$ cat src/hdl/distance_announcement_trigger_unit_assert.svh
// Assertion macros used by the distance announcement trigger RTL.
`ifndef DISTANCE_ANNOUNCEMENT_TRIGGER_UNIT_ASSERT_SVH
`define DISTANCE_ANNOUNCEMENT_TRIGGER_UNIT_ASSERT_SVH

// Same-cycle implication, sampled on clk, off while arst_n is low.
`define DAT_ASSERT_NOW(label, ante, cons) \
	label: assert property (@(posedge clk) disable iff (!arst_n) (ante) |-> (cons)) \
		else $error("dat assertion failed");

// Next-cycle implication, sampled on clk, off while arst_n is low.
`define DAT_ASSERT_NEXT(label, ante, cons) \
	label: assert property (@(posedge clk) disable iff (!arst_n) (ante) |=> (cons)) \
		else $error("dat assertion failed");

`endif

$ cat src/hdl/dat_pkg.sv
// Types, codes and constants of the distance announcement trigger.
package dat_pkg;

	// Width of the stored instruction index.
	localparam int INDEX_BITS = 16;

	// Item function codes.
	localparam logic [1:0] FUNC_UPDATE  = 2'd0;
	localparam logic [1:0] FUNC_REROUTE = 2'd1;
	localparam logic [1:0] FUNC_RESET   = 2'd2;

	// Navigation status codes.
	localparam logic [1:0] STATUS_ON_ROUTE  = 2'd0;
	localparam logic [1:0] STATUS_OFF_ROUTE = 2'd1;
	localparam logic [1:0] STATUS_ARRIVED   = 2'd2;

	// Announcement kinds.
	localparam logic [2:0] KIND_NONE     = 3'd0;
	localparam logic [2:0] KIND_ARRIVED  = 3'd1;
	localparam logic [2:0] KIND_OFFROUTE = 3'd2;
	localparam logic [2:0] KIND_REROUTE  = 3'd3;
	localparam logic [2:0] KIND_DIST     = 3'd4;
	localparam logic [2:0] KIND_NOW      = 3'd5;

	// Speed clamp in cm/s and threshold limits in cm.
	localparam logic [12:0] SPEED_MAX = 13'd6000;
	localparam logic [16:0] FAR_MIN   = 17'd20000;
	localparam logic [16:0] FAR_MAX   = 17'd60000;
	localparam logic [16:0] NEAR_MIN  = 17'd6000;
	localparam logic [16:0] NEAR_MAX  = 17'd18000;
	localparam logic [16:0] NOW_MIN   = 17'd2000;
	localparam logic [16:0] NOW_MAX   = 17'd4500;

	// Distance rounding: 10 m steps below 100 m, 50 m steps above.
	localparam logic [23:0] FINE_LIMIT = 24'd10000;
	localparam logic [23:0] FINE_HALF  = 24'd500;
	localparam logic [23:0] COARSE_HALF = 24'd2500;
	localparam int          RND_SHIFT  = 35;
	// ceil(2^35 / 1000) and ceil(2^35 / 5000); exact for all 24-bit sums
	localparam logic [25:0] RECIP_FINE   = 26'd34359739;
	localparam logic [25:0] RECIP_COARSE = 26'd6871948;
	localparam logic [16:0] FINE_METRES   = 17'd10;
	localparam logic [16:0] COARSE_METRES = 17'd50;

	typedef logic [INDEX_BITS-1:0] dat_index_t;

	// One input item.
	typedef struct packed {
		logic [1:0]         func;
		logic               nav_valid;
		logic [1:0]         nav_status;
		logic               next_found;
		logic               next_is_arrive;
		logic [15:0]        next_index;
		logic signed [23:0] distance_cm;
		logic signed [15:0] speed_cmps;
		logic               speaker_ready;
	} dat_in_t;

	// One result item.
	typedef struct packed {
		logic        spoke;
		logic [2:0]  kind;
		logic [16:0] rounded_metres;
		logic [15:0] announced_index;
		logic        stop_speech;
	} dat_out_t;

	// Announcement state.
	typedef struct packed {
		logic       initial_done;
		logic       have_current;
		dat_index_t current_index;
		logic       far_done;
		logic       near_done;
		logic       now_done;
		logic       offroute_done;
		logic       arrival_done;
	} dat_state_t;

	localparam dat_state_t STATE_CLEAR = '{
		initial_done:  1'b0,
		have_current:  1'b0,
		current_index: '1,
		far_done:      1'b0,
		near_done:     1'b0,
		now_done:      1'b0,
		offroute_done: 1'b0,
		arrival_done:  1'b0
	};

	// 16-bit field index to stored index width.
	function automatic dat_index_t to_index(input logic [15:0] v);
		logic [INDEX_BITS+15:0] ext;
		ext = {{INDEX_BITS{1'b0}}, v};
		return ext[INDEX_BITS-1:0];
	endfunction

	// Stored index back to the 16-bit result field.
	function automatic logic [15:0] from_index(input dat_index_t v);
		logic [INDEX_BITS+15:0] ext;
		ext = {16'd0, v};
		return ext[15:0];
	endfunction

endpackage

$ cat src/hdl/dat_channels.sv
// Valid/ready channel interfaces for input items and results.
interface dat_in_if import dat_pkg::*; ();
	logic    valid;
	logic    ready;
	dat_in_t payload;

	modport source (output valid, output payload, input ready);
	modport sink (input valid, input payload, output ready);
endinterface

interface dat_out_if import dat_pkg::*; ();
	logic     valid;
	logic     ready;
	dat_out_t payload;

	modport source (output valid, output payload, input ready);
	modport sink (input valid, input payload, output ready);
endinterface

$ cat src/hdl/dat_decide.sv
// Announcement decision: thresholds, distance rounding, flag update.
module dat_decide import dat_pkg::*; (
	input  dat_in_t    item,
	input  dat_state_t state_cur,
	input  logic       enable,
	output dat_out_t   result,
	output dat_state_t state_nxt
);

	logic [12:0] speed;
	logic [16:0] far_raw, near_raw, now_raw;
	logic [16:0] far_t, near_t, now_t;
	logic        le_far, le_near, le_now;
	logic        can_speak;
	dat_index_t  idx;
	logic        new_man;
	logic        far_c, near_c, now_c;
	logic        fine;
	logic [23:0] rnd_sum;
	logic [25:0] recip;
	logic [49:0] rnd_prod;
	logic [16:0] rnd_q;
	logic [16:0] metres;

	// Speed clamp to 0..60 m/s
	always_comb begin
		if (item.speed_cmps[15]) begin
			speed = '0;
		end else if (item.speed_cmps[14:0] > {2'b00, SPEED_MAX}) begin
			speed = SPEED_MAX;
		end else begin
			speed = item.speed_cmps[12:0];
		end
	end

	// Thresholds: 20s, 8s, 2s as shift-adds, then clamped
	assign far_raw  = {speed, 4'b0} + {2'b00, speed, 2'b0};
	assign near_raw = {1'b0, speed, 3'b0};
	assign now_raw  = {3'b000, speed, 1'b0};

	always_comb begin
		far_t  = (far_raw < FAR_MIN) ? FAR_MIN : ((far_raw > FAR_MAX) ? FAR_MAX : far_raw);
		near_t = (near_raw < NEAR_MIN) ? NEAR_MIN :
			((near_raw > NEAR_MAX) ? NEAR_MAX : near_raw);
		now_t  = (now_raw < NOW_MIN) ? NOW_MIN : ((now_raw > NOW_MAX) ? NOW_MAX : now_raw);
	end

	assign le_far  = item.distance_cm <= $signed({7'd0, far_t});
	assign le_near = item.distance_cm <= $signed({7'd0, near_t});
	assign le_now  = item.distance_cm <= $signed({7'd0, now_t});

	// Rounding by reciprocal multiply; one multiplier shared by both step sizes
	assign fine     = item.distance_cm[22:0] < FINE_LIMIT[22:0];
	assign rnd_sum  = {1'b0, item.distance_cm[22:0]} + (fine ? FINE_HALF : COARSE_HALF);
	assign recip    = fine ? RECIP_FINE : RECIP_COARSE;
	assign rnd_prod = {26'd0, rnd_sum} * {24'd0, recip};
	assign rnd_q    = {2'b00, rnd_prod[49:RND_SHIFT]};

	always_comb begin
		if (item.distance_cm[23] || (item.distance_cm == '0)) begin
			metres = '0;
		end else if (fine) begin
			metres = 17'(rnd_q * FINE_METRES);
		end else begin
			metres = 17'(rnd_q * COARSE_METRES);
		end
	end

	// Maneuver tracking: a new index drops the distance flags
	assign can_speak = enable && item.speaker_ready;
	assign idx       = to_index(item.next_index);
	assign new_man   = !state_cur.have_current || (state_cur.current_index != idx);
	assign far_c     = new_man ? 1'b0 : state_cur.far_done;
	assign near_c    = new_man ? 1'b0 : state_cur.near_done;
	assign now_c     = new_man ? 1'b0 : state_cur.now_done;

	// Decision and next state
	always_comb begin
		state_nxt = state_cur;
		result    = '0;
		unique case (item.func)
			FUNC_RESET: begin
				state_nxt          = STATE_CLEAR;
				result.stop_speech = 1'b1;
			end
			FUNC_REROUTE: begin
				state_nxt = STATE_CLEAR;
				if (can_speak) begin
					result.spoke = 1'b1;
					result.kind  = KIND_REROUTE;
				end
			end
			FUNC_UPDATE: begin
				if (enable && item.nav_valid) begin
					if (item.nav_status == STATUS_ARRIVED) begin
						state_nxt.offroute_done = 1'b0;
						if (!state_cur.arrival_done && can_speak) begin
							state_nxt.arrival_done = 1'b1;
							result.spoke           = 1'b1;
							result.kind            = KIND_ARRIVED;
						end
					end else if (item.nav_status == STATUS_OFF_ROUTE) begin
						state_nxt.arrival_done = 1'b0;
						if (!state_cur.offroute_done && can_speak) begin
							state_nxt.offroute_done = 1'b1;
							result.spoke            = 1'b1;
							result.kind             = KIND_OFFROUTE;
						end
					end else begin
						state_nxt.arrival_done  = 1'b0;
						state_nxt.offroute_done = 1'b0;
						if (item.nav_status == STATUS_ON_ROUTE && item.next_found &&
								!item.next_is_arrive) begin
							state_nxt.have_current  = 1'b1;
							state_nxt.current_index = idx;
							state_nxt.far_done      = far_c;
							state_nxt.near_done     = near_c;
							state_nxt.now_done      = now_c;
							if (!state_cur.initial_done) begin
								// first announcement for the route
								if (can_speak) begin
									state_nxt.initial_done = 1'b1;
									state_nxt.far_done     = far_c | le_far;
									state_nxt.near_done    = near_c | le_near;
									state_nxt.now_done     = now_c | le_now;
									result.spoke           = 1'b1;
									result.announced_index = from_index(idx);
									if (le_now) begin
										result.kind = KIND_NOW;
									end else begin
										result.kind           = KIND_DIST;
										result.rounded_metres = metres;
									end
								end
							end else begin
								priority if (le_now && !now_c) begin
									if (can_speak) begin
										state_nxt.far_done     = 1'b1;
										state_nxt.near_done    = 1'b1;
										state_nxt.now_done     = 1'b1;
										result.spoke           = 1'b1;
										result.kind            = KIND_NOW;
										result.announced_index = from_index(idx);
									end
								end else if (le_near && !near_c) begin
									if (can_speak) begin
										state_nxt.far_done     = 1'b1;
										state_nxt.near_done    = 1'b1;
										result.spoke           = 1'b1;
										result.kind            = KIND_DIST;
										result.rounded_metres  = metres;
										result.announced_index = from_index(idx);
									end
								end else if (le_far && !far_c) begin
									if (can_speak) begin
										state_nxt.far_done     = 1'b1;
										result.spoke           = 1'b1;
										result.kind            = KIND_DIST;
										result.rounded_metres  = metres;
										result.announced_index = from_index(idx);
									end
								end else begin
									// nothing due
								end
							end
						end
					end
				end
			end
			default: begin
				// unused function code: empty result
			end
		endcase
	end

endmodule

$ cat src/hdl/distance_announcement_trigger_unit.sv
// Top level of the distance announcement trigger.
//
//  port       | dir  | transfer carries
//  -----------+------+------------------------------------------------
//  in_ch      | sink | one update, reroute or reset item
//  out_ch     | src  | one result per item (spoke, kind, metres, index)
//  cfg_we     | in   | guidance_enable write strobe, data on cfg_wdata
//
// One item per cycle sustained while out_ch is not stalled; an item is held
// in the input register, then its result in the result register.
// The decision and state update sit between the input register and the
// result register; the state is written when an item moves to the result.
// A stalled output holds its result while one more item waits in the input
// register; input ready drops only when both are full and output is stalled.
// arst_n clears valids, guidance_enable to 1 and the state; no clearing pass.
`include "distance_announcement_trigger_unit_assert.svh"

module distance_announcement_trigger_unit import dat_pkg::*; (
	input  logic  clk,
	input  logic  arst_n,
	input  logic  cfg_we,
	input  logic  cfg_wdata,
	dat_in_if.sink    in_ch,
	dat_out_if.source out_ch
);

	logic       valid_s1;
	dat_in_t    item_s1;
	logic       out_valid_q;
	dat_out_t   result_q;
	logic       enable_q;
	dat_state_t state_q;
	dat_state_t state_nxt;
	dat_out_t   result_d;
	logic       advance;
	logic       in_xfer;
	logic       en_change;

	assign advance      = valid_s1 && (!out_valid_q || out_ch.ready);
	assign in_ch.ready  = !valid_s1 || advance;
	assign in_xfer      = in_ch.valid && in_ch.ready;
	assign en_change    = cfg_we && (cfg_wdata != enable_q);

	// Input register
	always_ff @(posedge clk or negedge arst_n) begin
		if (!arst_n) begin
			valid_s1 <= 1'b0;
		end else begin
			valid_s1 <= in_xfer || (valid_s1 && !advance);
		end
	end

	always_ff @(posedge clk) begin
		if (in_xfer) begin
			item_s1 <= in_ch.payload;
		end
	end

	// Decision logic
	dat_decide u_decide (
		.item      (item_s1),
		.state_cur (state_q),
		.enable    (enable_q),
		.result    (result_d),
		.state_nxt (state_nxt)
	);

	// Result register
	always_ff @(posedge clk or negedge arst_n) begin
		if (!arst_n) begin
			out_valid_q <= 1'b0;
		end else if (advance) begin
			out_valid_q <= 1'b1;
		end else if (out_ch.ready) begin
			out_valid_q <= 1'b0;
		end
	end

	always_ff @(posedge clk) begin
		if (advance) begin
			result_q <= result_d;
		end
	end

	assign out_ch.valid   = out_valid_q;
	assign out_ch.payload = result_q;

	// Enable register and announcement state; an enable change clears state
	always_ff @(posedge clk or negedge arst_n) begin
		if (!arst_n) begin
			enable_q <= 1'b1;
			state_q  <= STATE_CLEAR;
		end else if (en_change) begin
			enable_q <= cfg_wdata;
			state_q  <= STATE_CLEAR;
		end else if (advance) begin
			state_q <= state_nxt;
		end
	end

	// Checks
	`DAT_ASSERT_NOW(a_kind_matches_spoke, out_valid_q,
		result_q.spoke == (result_q.kind != KIND_NONE))
	`DAT_ASSERT_NOW(a_stop_is_silent, out_valid_q && result_q.stop_speech,
		!result_q.spoke)
	`DAT_ASSERT_NOW(a_metres_only_dist, out_valid_q && (result_q.rounded_metres != '0),
		result_q.kind == KIND_DIST)
	`DAT_ASSERT_NEXT(a_enable_change_clears, en_change, state_q == STATE_CLEAR)
	`DAT_ASSERT_NEXT(a_stall_holds_item, valid_s1 && !advance, valid_s1 && $stable(item_s1))

endmodule

$ cat src/flat_wrapper.sv
// flat-port wrapper written by rule: the top's interface ports become plain ports
module distance_announcement_trigger_unit_flat import dat_pkg::*;
  (clk, arst_n, cfg_we, cfg_wdata, in_ch_valid, in_ch_payload, in_ch_ready, out_ch_valid, out_ch_payload, out_ch_ready);
  dat_in_if in_ch_i ();
  dat_out_if out_ch_i ();
  input  logic clk;
  input  logic arst_n;
  input  logic cfg_we;
  input  logic cfg_wdata;
  input wire logic [$bits(in_ch_i.valid)-1:0] in_ch_valid;
  input wire logic [$bits(in_ch_i.payload)-1:0] in_ch_payload;
  output wire logic [$bits(in_ch_i.ready)-1:0] in_ch_ready;
  output wire logic [$bits(out_ch_i.valid)-1:0] out_ch_valid;
  output wire logic [$bits(out_ch_i.payload)-1:0] out_ch_payload;
  input wire logic [$bits(out_ch_i.ready)-1:0] out_ch_ready;
  assign in_ch_i.valid = in_ch_valid;
  assign in_ch_i.payload = in_ch_payload;
  assign in_ch_ready = in_ch_i.ready;
  assign out_ch_valid = out_ch_i.valid;
  assign out_ch_payload = out_ch_i.payload;
  assign out_ch_i.ready = out_ch_ready;
  distance_announcement_trigger_unit u_core (.clk(clk), .arst_n(arst_n), .cfg_we(cfg_we), .cfg_wdata(cfg_wdata), .in_ch(in_ch_i), .out_ch(out_ch_i));
endmodule
$ cat config.mk
export PLATFORM = sky130hd
export DESIGN_NAME = distance_announcement_trigger_unit_flat
export DESIGN_NICKNAME = d
export VERILOG_FILES = /design/src/hdl/dat_pkg.sv /design/src/hdl/dat_channels.sv /design/src/hdl/dat_decide.sv /design/src/hdl/distance_announcement_trigger_unit.sv /design/src/flat_wrapper.sv
export VERILOG_INCLUDE_DIRS = /design/src /design/src/hdl
export SDC_FILE = /design/constraint.sdc
export NUM_CORES = 1
export LEC_CHECK = 0
export BUFFER_PORTS_ARGS = -buffer_cell sky130_fd_sc_hd__buf_2
export CELL_PAD_IN_SITES_DETAIL_PLACEMENT = 1
export CELL_PAD_IN_SITES_GLOBAL_PLACEMENT = 2
export CORE_MARGIN = 1.5
export CORE_UTILIZATION = 42
export CTS_BUF_LIST = sky130_fd_sc_hd__clkbuf_16
export DETAILED_ROUTE_END_ITERATION = 10
export PLACE_DENSITY_LB_ADDON = 0.1
export SKIP_LAST_GASP = 1
export SLEW_MARGIN = 20
export SYNTH_ARGS = -nofsm -noshare
export SYNTH_HDL_FRONTEND = slang
export SYNTH_SLANG_ARGS = --single-unit
export TNS_END_PERCENT = 100
$ cat constraint.sdc
create_clock -name clk -period 16.9 [get_ports clk]
set_input_delay 3.38 -clock clk [delete_from_list [all_inputs] [get_ports clk]]
set_output_delay 3.38 -clock clk [all_outputs]
set_load 0.01 [all_outputs]
After elaboration in Yosys (flattened, before gate mapping)
Index checks and enable logic that the tools add are counted.
- mux-type cells: 63
- bitwise gates (word level): 6
- divide/modulo/power cells: 0
- reductions and logical operators: 39
- order comparisons: 11
- multipliers: 3
- add/sub/neg operators: 2
- equality and inequality tests: 12
- shift-type cells: 0
- operators with widths (cell ; number):
    $mux 37 ; 7
    $mux 17 ; 6
    $mux 23 ; 3
    $mux 33 ; 2
    $mux 16 ; 4
    $mux 21 ; 3
    $mul 24x26->50 ; 1
    $pmux 23 s2 ; 1
    $mux 14 ; 2
    $mux 4 ; 7
    $mux 13 ; 2
    $mux 26 ; 1
    $add 23x12->24 ; 1
    $le 24x15->1 ; 1
    $le 24x17->1 ; 1
    $le 24x18->1 ; 1
    $logic_not 24->1 ; 1
    $lt 23x14->1 const B ; 1
    $add 17x15->17 ; 1
    $gt 17x16->1 const B ; 1
    $lt 17x15->1 const B ; 1
    $gt 16x15->1 const B ; 1
    $lt 16x13->1 const B ; 1
    $mul 15x3->16 const B ; 1
    other kinds (28) ; 85
- memories: 0
- RAM bits: 0
- output and inout bits: 40
- bits in latches: 0
- register bits: 128
- ROM bits: 0

Logic depth before layout (Yosys ltp)
Gate-level depths: netlist of the first run.
- word-level depth: 20
- gate-level depth with buffers: 55

By module
Synthesis of the first run repeated with hierarchy kept, for this count alone.
- cell total of the unflattened synthesis: 2352
- area total of the unflattened synthesis: 22903.2 um2
- by module, submodules not included (module ; times used ; area each (um2) ; cells an instance ; seq. area each (um2)):
    dat_decide ; 1 ; 18622.9 ; 2131 ; 0.0
    distance_announcement_trigger_unit ; 1 ; 4280.4 ; 221 ; 3734.8

Least setup slack after synthesis of the first run
OpenSTA, ideal clock, no wires.
- path kind: reg2reg
- start: register u_core.item_s1[31] (netlist name)
- end: register u_core.result_q, in the netlist u_core.out_ch.payload[33], data pin
- buffers on the path: 3
- stages on the path, launching flop included: 51
- data arrival time: 12.574 ns
- slack: 4.053 ns
- period minus slack after synthesis: 12.847 ns
- path through: edfxtp_1 > buf_2 > nor3_1 > and4_1 > clkbuf_1 > nand2_1 > inv_2 > buf_1 > ha_1 > a31oi_1 > nor2b_1 > nor3b_1 > o21bai_1 > nand3_1 > nor4_1 > inv_1 > fa_1 > inv_1 > [15 not listed] > a21o_1 > a21oi_1 > xnor2_1 > ha_1 > ha_1 > inv_1 > fa_1 > inv_1 > ha_1 > a21o_1 > a31o_2 > a211o_1 > a21o_1 > a21oi_1 > xnor3_1 > xnor2_1 > nor2_1 > a211oi_1
- longest elaborated chain between the ends: 12
- elaborated cells between the ends (all ways): 24
- those cells by class: add/sub (1); mul (3); order compare (4); mux (11); reduce/logical (5)
- RTL lines (item ; line ; source):
    from (decl) ; distance_announcement_trigger_unit.sv:28 ; dat_in_t item_s1;
    from (signal assigned) ; distance_announcement_trigger_unit.sv:55 ; item_s1 <= in_ch.payload;
    $lt 23x14->1 ; dat_decide.sv:53 ; assign fine = item.distance_cm[22:0] < FINE_LIMIT[22:0];
    $mux 12 ; dat_decide.sv:54 ; assign rnd_sum = {1'b0, item.distance_cm[22:0]} + (fine ? FINE_HALF : COARSE_HALF);
    $add 23x12->24 ; dat_decide.sv:54 ;
    $mul 24x26->50 ; dat_decide.sv:56 ; assign rnd_prod = {26'd0, rnd_sum} * {24'd0, recip};
    $mul 15x5->16 or $mul 15x3->16 (tied branches) ; dat_decide.sv:65, dat_decide.sv:63 ;
    $mux 17 ; dat_decide.sv:62 ; end else if (fine) begin
    $mux 17 ; dat_decide.sv:60 ; if (item.distance_cm[23] || (item.distance_cm == '0)) begin
    $mux 37 ; dat_decide.sv:146, dat_decide.sv:155 ;
    $mux 37 ; dat_decide.sv:154 ; end else if (le_far && !far_c) begin
    $mux 37 ; dat_decide.sv:145 ; end else if (le_near && !near_c) begin
    $mux 17 ; dat_decide.sv:136 ; priority if (le_now && !now_c) begin
    $mux 37 * ; dat_decide.sv:119 ; if (!state_cur.initial_done) begin
    to (signal assigned) ; distance_announcement_trigger_unit.sv:81 ; result_q <= result_d;
    to (decl) ; distance_announcement_trigger_unit.sv:30 ; dat_out_t result_q;
Mark *: on every way between the ends. The rest lies on a longest branch, timed or not.
A chain may end at the register's enable or synchronous reset.

Worst setup path after layout of the first run
Ends and elaborated chain as after synthesis.

==> summary.md, run 1 <==
Route
- per-cell via count in the routed design: 5.078
- DRT iter0 DRCs: 573
- First-pass DRT Iterations: 5
- routed length per placed instance: 19.85 um
- final routed DRC violation total: 0
- post-route ant nets: 0
- routed vias: 16160
- total wirelength of the detailed-routed design: 63190 um

Worst setup path
- critical path's slowest cell: nor4_1
- launching element of the worst setup path: u_core.item_s1[31]
- Crit Path Max Fanout: 38
- data required time of the critical path: 17.15 ns
- library cell appearing most often on the critical path: inv_1
- kind of cell adding the most delay to the critical path: adder cells
- category of the critical setup timing path: flip-flop to flip-flop
- worst reg2reg setup slack: 1.47 ns
- Setup crit start kind: flip-flop
- Bufs and invs on worst path: 10
- number of stages on the worst setup path: 52
- cell depth of the worst flop-to-flop path: 52
- crit-path max cell delay: 0.70 ns
- start of the worst register-to-register path: u_core.item_s1[31]
- sort of element at the end of the critical path: flip-flop
- end point of the critical path: u_core.out_ch.payload[33]
- data arrival at the endpoint of the critical path: 15.68 ns
- R2R Path End: u_core.out_ch.payload[33]

Clocking
- CTS hold repair buffers: 0
- clock latency reported for the late side of the worst-skew pair: 0.44 ns
- clock sink count: 127
- TritonCTS clock tree: built
- maximum level of the CTS H-tree: 4
- CTS root buffer: clkbuf_16
- deepest clock path buffer count: 2
- clock edge transition at the registers on the reported setup and hold paths: 0.06 ns
- post-cts repair resize count: 0
- Setup Fix Bufs, Post-CTS: 0
- TritonCTS buffer count: 17

Synthesis
- Synthesis Warnings: 0
- number of enable-type register cells in the synthesized netlist: 101
- distinct cell type count after synthesis: 79
- part of the Yosys area used for sequential elements: 0.1640
- Mapped Area: 22590 um2
- cell count after synthesis: 2320
- share of flip-flops with an asynchronous set or reset: 0.2047
- Primary FF master, synth: edfxtp_1
- synthesis-stage register bit count: 127
- average cell area after synthesis: 9.738 um2

Place
- count of input and output buffers: 108
- Final Wtd Congestion: 0.9132
- placed wire-length estimate after detailed placement: 56000 um

Floorplan
- die extent in x: 234.9 um
- area enclosed by the die boundary: 55190 um2
- core region area: 52870 um2
- Starting Density: 0.4274
- number of placed I/O pins: 110
- die height: 234.9 um
- row count: 84

Finish
- area added between synthesis and finish: 9.625%
- most common library cell in the layout ignoring fill and taps: inv_1
- fill cell count: 6106
- commonest cells after routing, fill and taps aside: 622 x inv_1, 396 x ha_1, 331 x fa_1
- antenna diode instance count: 0
- number of nets in the final layout: 3279
- share of cells above drive strength 1: 0.07695

STA
- final count of hold timing violations: 0
- max frequency: 64.83 MHz
- Sum Neg Setup Slack: 0 ns
- Slew Limit Fails: 0
- unrepaired setup endpoints after global routing: false
- worst hold-check slack: 0.4917 ns
- min Tclk post-route: 15.43 ns
- worst-case headroom to the max-slew limit: 0.2794
- Setup Viol. Count Final: 0
- final cycle utilization of the critical path: 0.9128
- transition time at the pin with the least slew margin: 1.077 ns
- final setup skew: 0.01155 ns

Global route
- maximum number of pins on one net before global-route repair: 65
- first-pass GRT wire length: 101800 um
- GRT Resource Usage Total: 0.2403
- total grt overflow: 0
- antenna violations before repair: 1
- number of global-route vias before repair: 18200

Status
- outcome: finished clean

Run
- max-cap violation count: 0

Min path
- worst hold path class: flip-flop to flip-flop

layer usage:
metal | track usage | share of wire | up-vias
li1 | - | - | 7667
met1 | 0.3205 | 0.45 | 8182
met2 | 0.4084 | 0.49 | 244
met3 | 0.03618 | 0.038 | 68
met4 | 0.06002 | 0.022 | 2
met5 | 0 | 0.00017 | -
per-stage QoR:
stage	area, um2	utilization	instances	worst slack [ns]
floorplan	22800	-	2375	4.053
global placement	24190	0.4575	3151	1.819
detailed placement	24190	0.4576	3151	1.508
CTS	24770	0.4685	3183	1.458
global route	24770	0.4685	3183	0.7701
finish	24770	0.4685	3183	1.474
registers in the layout, indices dropped and copies added, names as in the netlist:
register / cells
u_core.valid_s1: 1
u_core.enable_q: 1
u_core.out_ch.payload: 37
u_core.item_s1: 64
u_core.out_ch.valid: 1
u_core.state_q: 23
cell usage after synthesis (4+ instances only):
master / instances / area [um2]
inv_1: 621 / 2331
ha_1: 396 / 4955
fa_1: 331 / 6626
nor2_1: 142 / 533.0
a21oi_1: 106 / 530.5
edfxtp_1: 101 / 3033
nand2_1: 87 / 326.6
xnor2_1: 67 / 586.8
xor2_1: 43 / 376.6
o21ai_0: 35 / 175.2
and2_1: 33 / 206.5
a21o_1: 29 / 217.7
clkbuf_1: 27 / 101.4
nand3_1: 27 / 135.1
nor3_1: 27 / 135.1
nand4_1: 20 / 125.1
dfstp_2: 17 / 446.7
nor4_1: 16 / 100.1
nand2b_1: 15 / 93.84
a211oi_1: 14 / 105.1
nor2b_1: 10 / 62.56
o21bai_1: 10 / 75.07
dfrtp_1: 9 / 225.2
or3_1: 8 / 50.05
a31oi_1: 7 / 43.79
and3_1: 7 / 43.79
o211ai_1: 7 / 52.55
a211o_1: 6 / 52.55
or2_2: 6 / 37.54
nand3b_1: 5 / 37.54
nor3b_1: 5 / 37.54
o22ai_1: 5 / 31.28
buf_2: 4 / 20.02
o211a_1: 4 / 40.04
o21a_1: 4 / 30.03
o31a_1: 4 / 35.03
o31ai_1: 4 / 30.03
final cells by class:
class / count / area (um2) / area share
well taps: 688 / 860.8 / 0.03476
inverters: 623 / 2338 / 0.09442
flip-flops and latches: 127 / 3705 / 0.1496
clock inverters: 15 / 148.9 / 0.006012
multi-input cells: 1590 / 16640 / 0.6717
clock buffers: 17 / 425.4 / 0.01718
repair buffers: 123 / 653.1 / 0.02637
worst min-delay path: cells and delay by family (launching register included):
| family | cells | cell delay, ns |
|---|---|---|
| AO/OA/AOI/OAI | 1 | 0.06 |
| flip-flops | 1 | 0.34 |
| AND/OR/NAND/NOR | 1 | 0.05 |
worst min-delay path by stage:
stage                                 start             endpoint  slack, ns  cells after the start
after floorplan           u_core.state_q[2]    u_core.state_q[2]       0.44                      2
after global placement    u_core.state_q[2]    u_core.state_q[2]       0.46                      2
after detailed placement  u_core.state_q[2]    u_core.state_q[2]       0.48                      2
after CTS                 u_core.state_q[2]    u_core.state_q[2]       0.49                      2
after global routing        u_core.valid_s1  u_core.out_ch.valid       0.53                      1
final                     u_core.state_q[2]    u_core.state_q[2]       0.49                      2
cells by family after synthesis:
logic type | count (synthesis) | synth area share
compound gates | 273 | 0.07897
xor+xnor | 111 | 0.04364
fa+ha+maj | 727 | 0.5126
buf+inv | 658 | 0.1098
flops | 127 | 0.1640
mux | 2 | 0.0009414
other cells | 2 | 0.0003324
simple gates | 420 | 0.08977
Power of run 1 is not shown: default switching activity piles up to over one toggle a cycle in this logic, so the estimate is an artifact.
==> inputs of run 2 (changes only) <==
Settings changed: CTS_BUF_LIST sky130_fd_sc_hd__clkbuf_16 to sky130_fd_sc_hd__clkbuf_4.
==> run 2 against run 1 <==
  * Design area decreased by 1.2%
  * Cell count is essentially flat
  * Worst hold slack improved by 0.014 ns
  * Flip-flop and latch count unchanged
  * Via count decreased by 0.15%
  * Maximum frequency decreased by 0.28%
  * Die area unchanged
  * Count of clock-buffer cells in the layout grew 1
  * Global-route usage decreased by 0.064 points
==> summary.md, run 2 (synthesized netlist as in run 1, its figures left out) <==
Finish
- flip-flop count of the largest register after layout: 64, unchanged
- fill cell count: 6137, was 6106
- top register by number of flip-flops: u_core.item_s1, unchanged
- utilization after layout: 0.4630, was 0.4685
- area added between synthesis and finish: 8.335%, was 9.625%
- total non-filler cell area in the finished layout: 24480 um2, was 24770 um2
- share of cells above drive strength 1: 0.07735, was 0.07695
- commonest cells after routing, fill and taps aside: 621 x inv_1, 396 x ha_1, 331 x fa_1, was 622 x inv_1, 396 x ha_1, 331 x fa_1
- number of nets in the final layout: 3279, unchanged
- most common library cell in the layout ignoring fill and taps: inv_1, unchanged

Worst setup path
- Crit Path Max Fanout: 38, unchanged
- sort of element at the end of the critical path: flip-flop, unchanged
- crit-path max cell delay: 0.75 ns, was 0.70 ns
- data arrival at the endpoint of the critical path: 15.88 ns, was 15.68 ns
- critical path's slowest cell: nor4_1, unchanged
- Bufs and invs on worst path: 10, unchanged
- library cell appearing most often on the critical path: inv_1, unchanged
- Setup crit start kind: flip-flop, unchanged
- category of the critical setup timing path: flip-flop to flip-flop, unchanged
- kind of cell adding the most delay to the critical path: adder cells, unchanged
- data required time of the critical path: 17.31 ns, was 17.15 ns

Global route
- number of global-route vias before repair: 18180, was 18200
- antenna violations before repair: 2, was 1
- first-pass GRT wire length: 101500 um, was 101800 um
- total grt overflow: 0, unchanged
- GRT Resource Usage Total: 0.2396, was 0.2403
- maximum number of pins on one net before global-route repair: 65, unchanged

Clocking
- clock sink count: 127, unchanged
- Setup Fix Bufs, Post-CTS: 0, unchanged
- clock latency reported for the late side of the worst-skew pair: 0.61 ns, was 0.44 ns
- CTS hold repair buffers: 0, unchanged
- TritonCTS clock tree: built, unchanged
- post-cts repair resize count: 0, unchanged
- maximum level of the CTS H-tree: 4, unchanged
- CTS root buffer: clkbuf_4, was clkbuf_16
- TritonCTS buffer count: 17, unchanged
- deepest clock path buffer count: 2, unchanged
- clock edge transition at the registers on the reported setup and hold paths: 0.12 ns, was 0.06 ns

Floorplan
- area enclosed by the die boundary: 55190 um2, unchanged
- die height: 234.9 um, unchanged
- row count: 84, unchanged
- die extent in x: 234.9 um, unchanged
- number of placed I/O pins: 110, unchanged
- core region area: 52870 um2, unchanged
- Starting Density: 0.4274, unchanged

Route
- final routed DRC violation total: 0, unchanged
- First-pass DRT Iterations: 4, was 5
- routed vias: 16140, was 16160
- post-route ant nets: 0, unchanged
- DRT iter0 DRCs: 519, was 573
- per-cell via count in the routed design: 5.069, was 5.078
- routed length per placed instance: 19.81 um, was 19.85 um
- total wirelength of the detailed-routed design: 63090 um, was 63190 um

STA
- min Tclk post-route: 15.47 ns, was 15.43 ns
- final cycle utilization of the critical path: 0.9154, was 0.9128
- worst-case headroom to the max-slew limit: 0.2989, was 0.2794
- final count of hold timing violations: 0, unchanged
- max frequency: 64.64 MHz, was 64.83 MHz
- final setup skew: 0.03577 ns, was 0.01155 ns
- Setup Viol. Count Final: 0, unchanged
- worst hold-check slack: 0.5056 ns, was 0.4917 ns
- unrepaired setup endpoints after global routing: false, unchanged
- Slew Limit Fails: 0, unchanged
- Sum Neg Setup Slack: 0 ns, unchanged
- transition time at the pin with the least slew margin: 1.048 ns, was 1.077 ns

Run
- max-cap violation count: 0, unchanged

Place
- Final Wtd Congestion: 0.9132, unchanged
- placed wire-length estimate after detailed placement: 56000 um, unchanged
- count of input and output buffers: 108, unchanged
- instance area at placement: 24190 um2, unchanged

Min path
- worst hold path class: flip-flop to flip-flop, unchanged

Status
- outcome: finished clean, unchanged

## run 2: final cells by class
class	instances	area, um2	area share
Antenna cell	1	2.502	0.0001022
Clock buffer	18	135.1	0.005521
Clock inverter	14	145.1	0.005930
Inverter	623	2338	0.09554
Multi-Input combinational cell	1590	16640	0.6797
Sequential cell	127	3705	0.1514
Tap cell	688	860.8	0.03517
Timing Repair Buffer	123	653.1	0.02668
## run 2: per-stage QoR
stage,instances,setup slack [ns]
floorplan,2375,4.053
global placement,3151,1.819
detailed placement,3151,1.508
CTS,3183,1.443
global route,3184,0.7533
finish,3184,1.430
## run 2: final timing paths
kind                                     from                   endpoint  slack [ns]  cells past startpoint
max reg2reg                u_core.item_s1[31]  u_core.out_ch.payload[33]        1.43                     52
max                        u_core.item_s1[31]  u_core.out_ch.payload[33]        1.43                     52
max in group asynchronous              arst_n          u_core.state_q[1]       13.70                      1
min reg2reg                 u_core.state_q[2]          u_core.state_q[2]        0.51                      2
min in group asynchronous              arst_n        u_core.out_ch.valid        2.76                      1
min                         u_core.state_q[2]          u_core.state_q[2]        0.51                      2
## run 2: worst reg2reg max path, delay by kind of cell, from the launching register on
| family | cells | cell delay [ns] |
|---|---|---|
| fa+ha+maj | 13 | 5.45 |
| compound gates | 12 | 2.73 |
| flops | 1 | 0.65 |
| simple gates | 13 | 3.66 |
| buf+inv | 10 | 1.32 |
| xor+xnor | 4 | 1.51 |
## run 2: layer usage
metal  GRT usage  vias up  wire length, um
met4     0.06100        2             1388
met2      0.4063      249            30550
met1      0.3209     8151            28740
met5           0        -               11
li1            -     7670                -
met3     0.03489       67             2395
Power of run 2 is left out for the same reason.
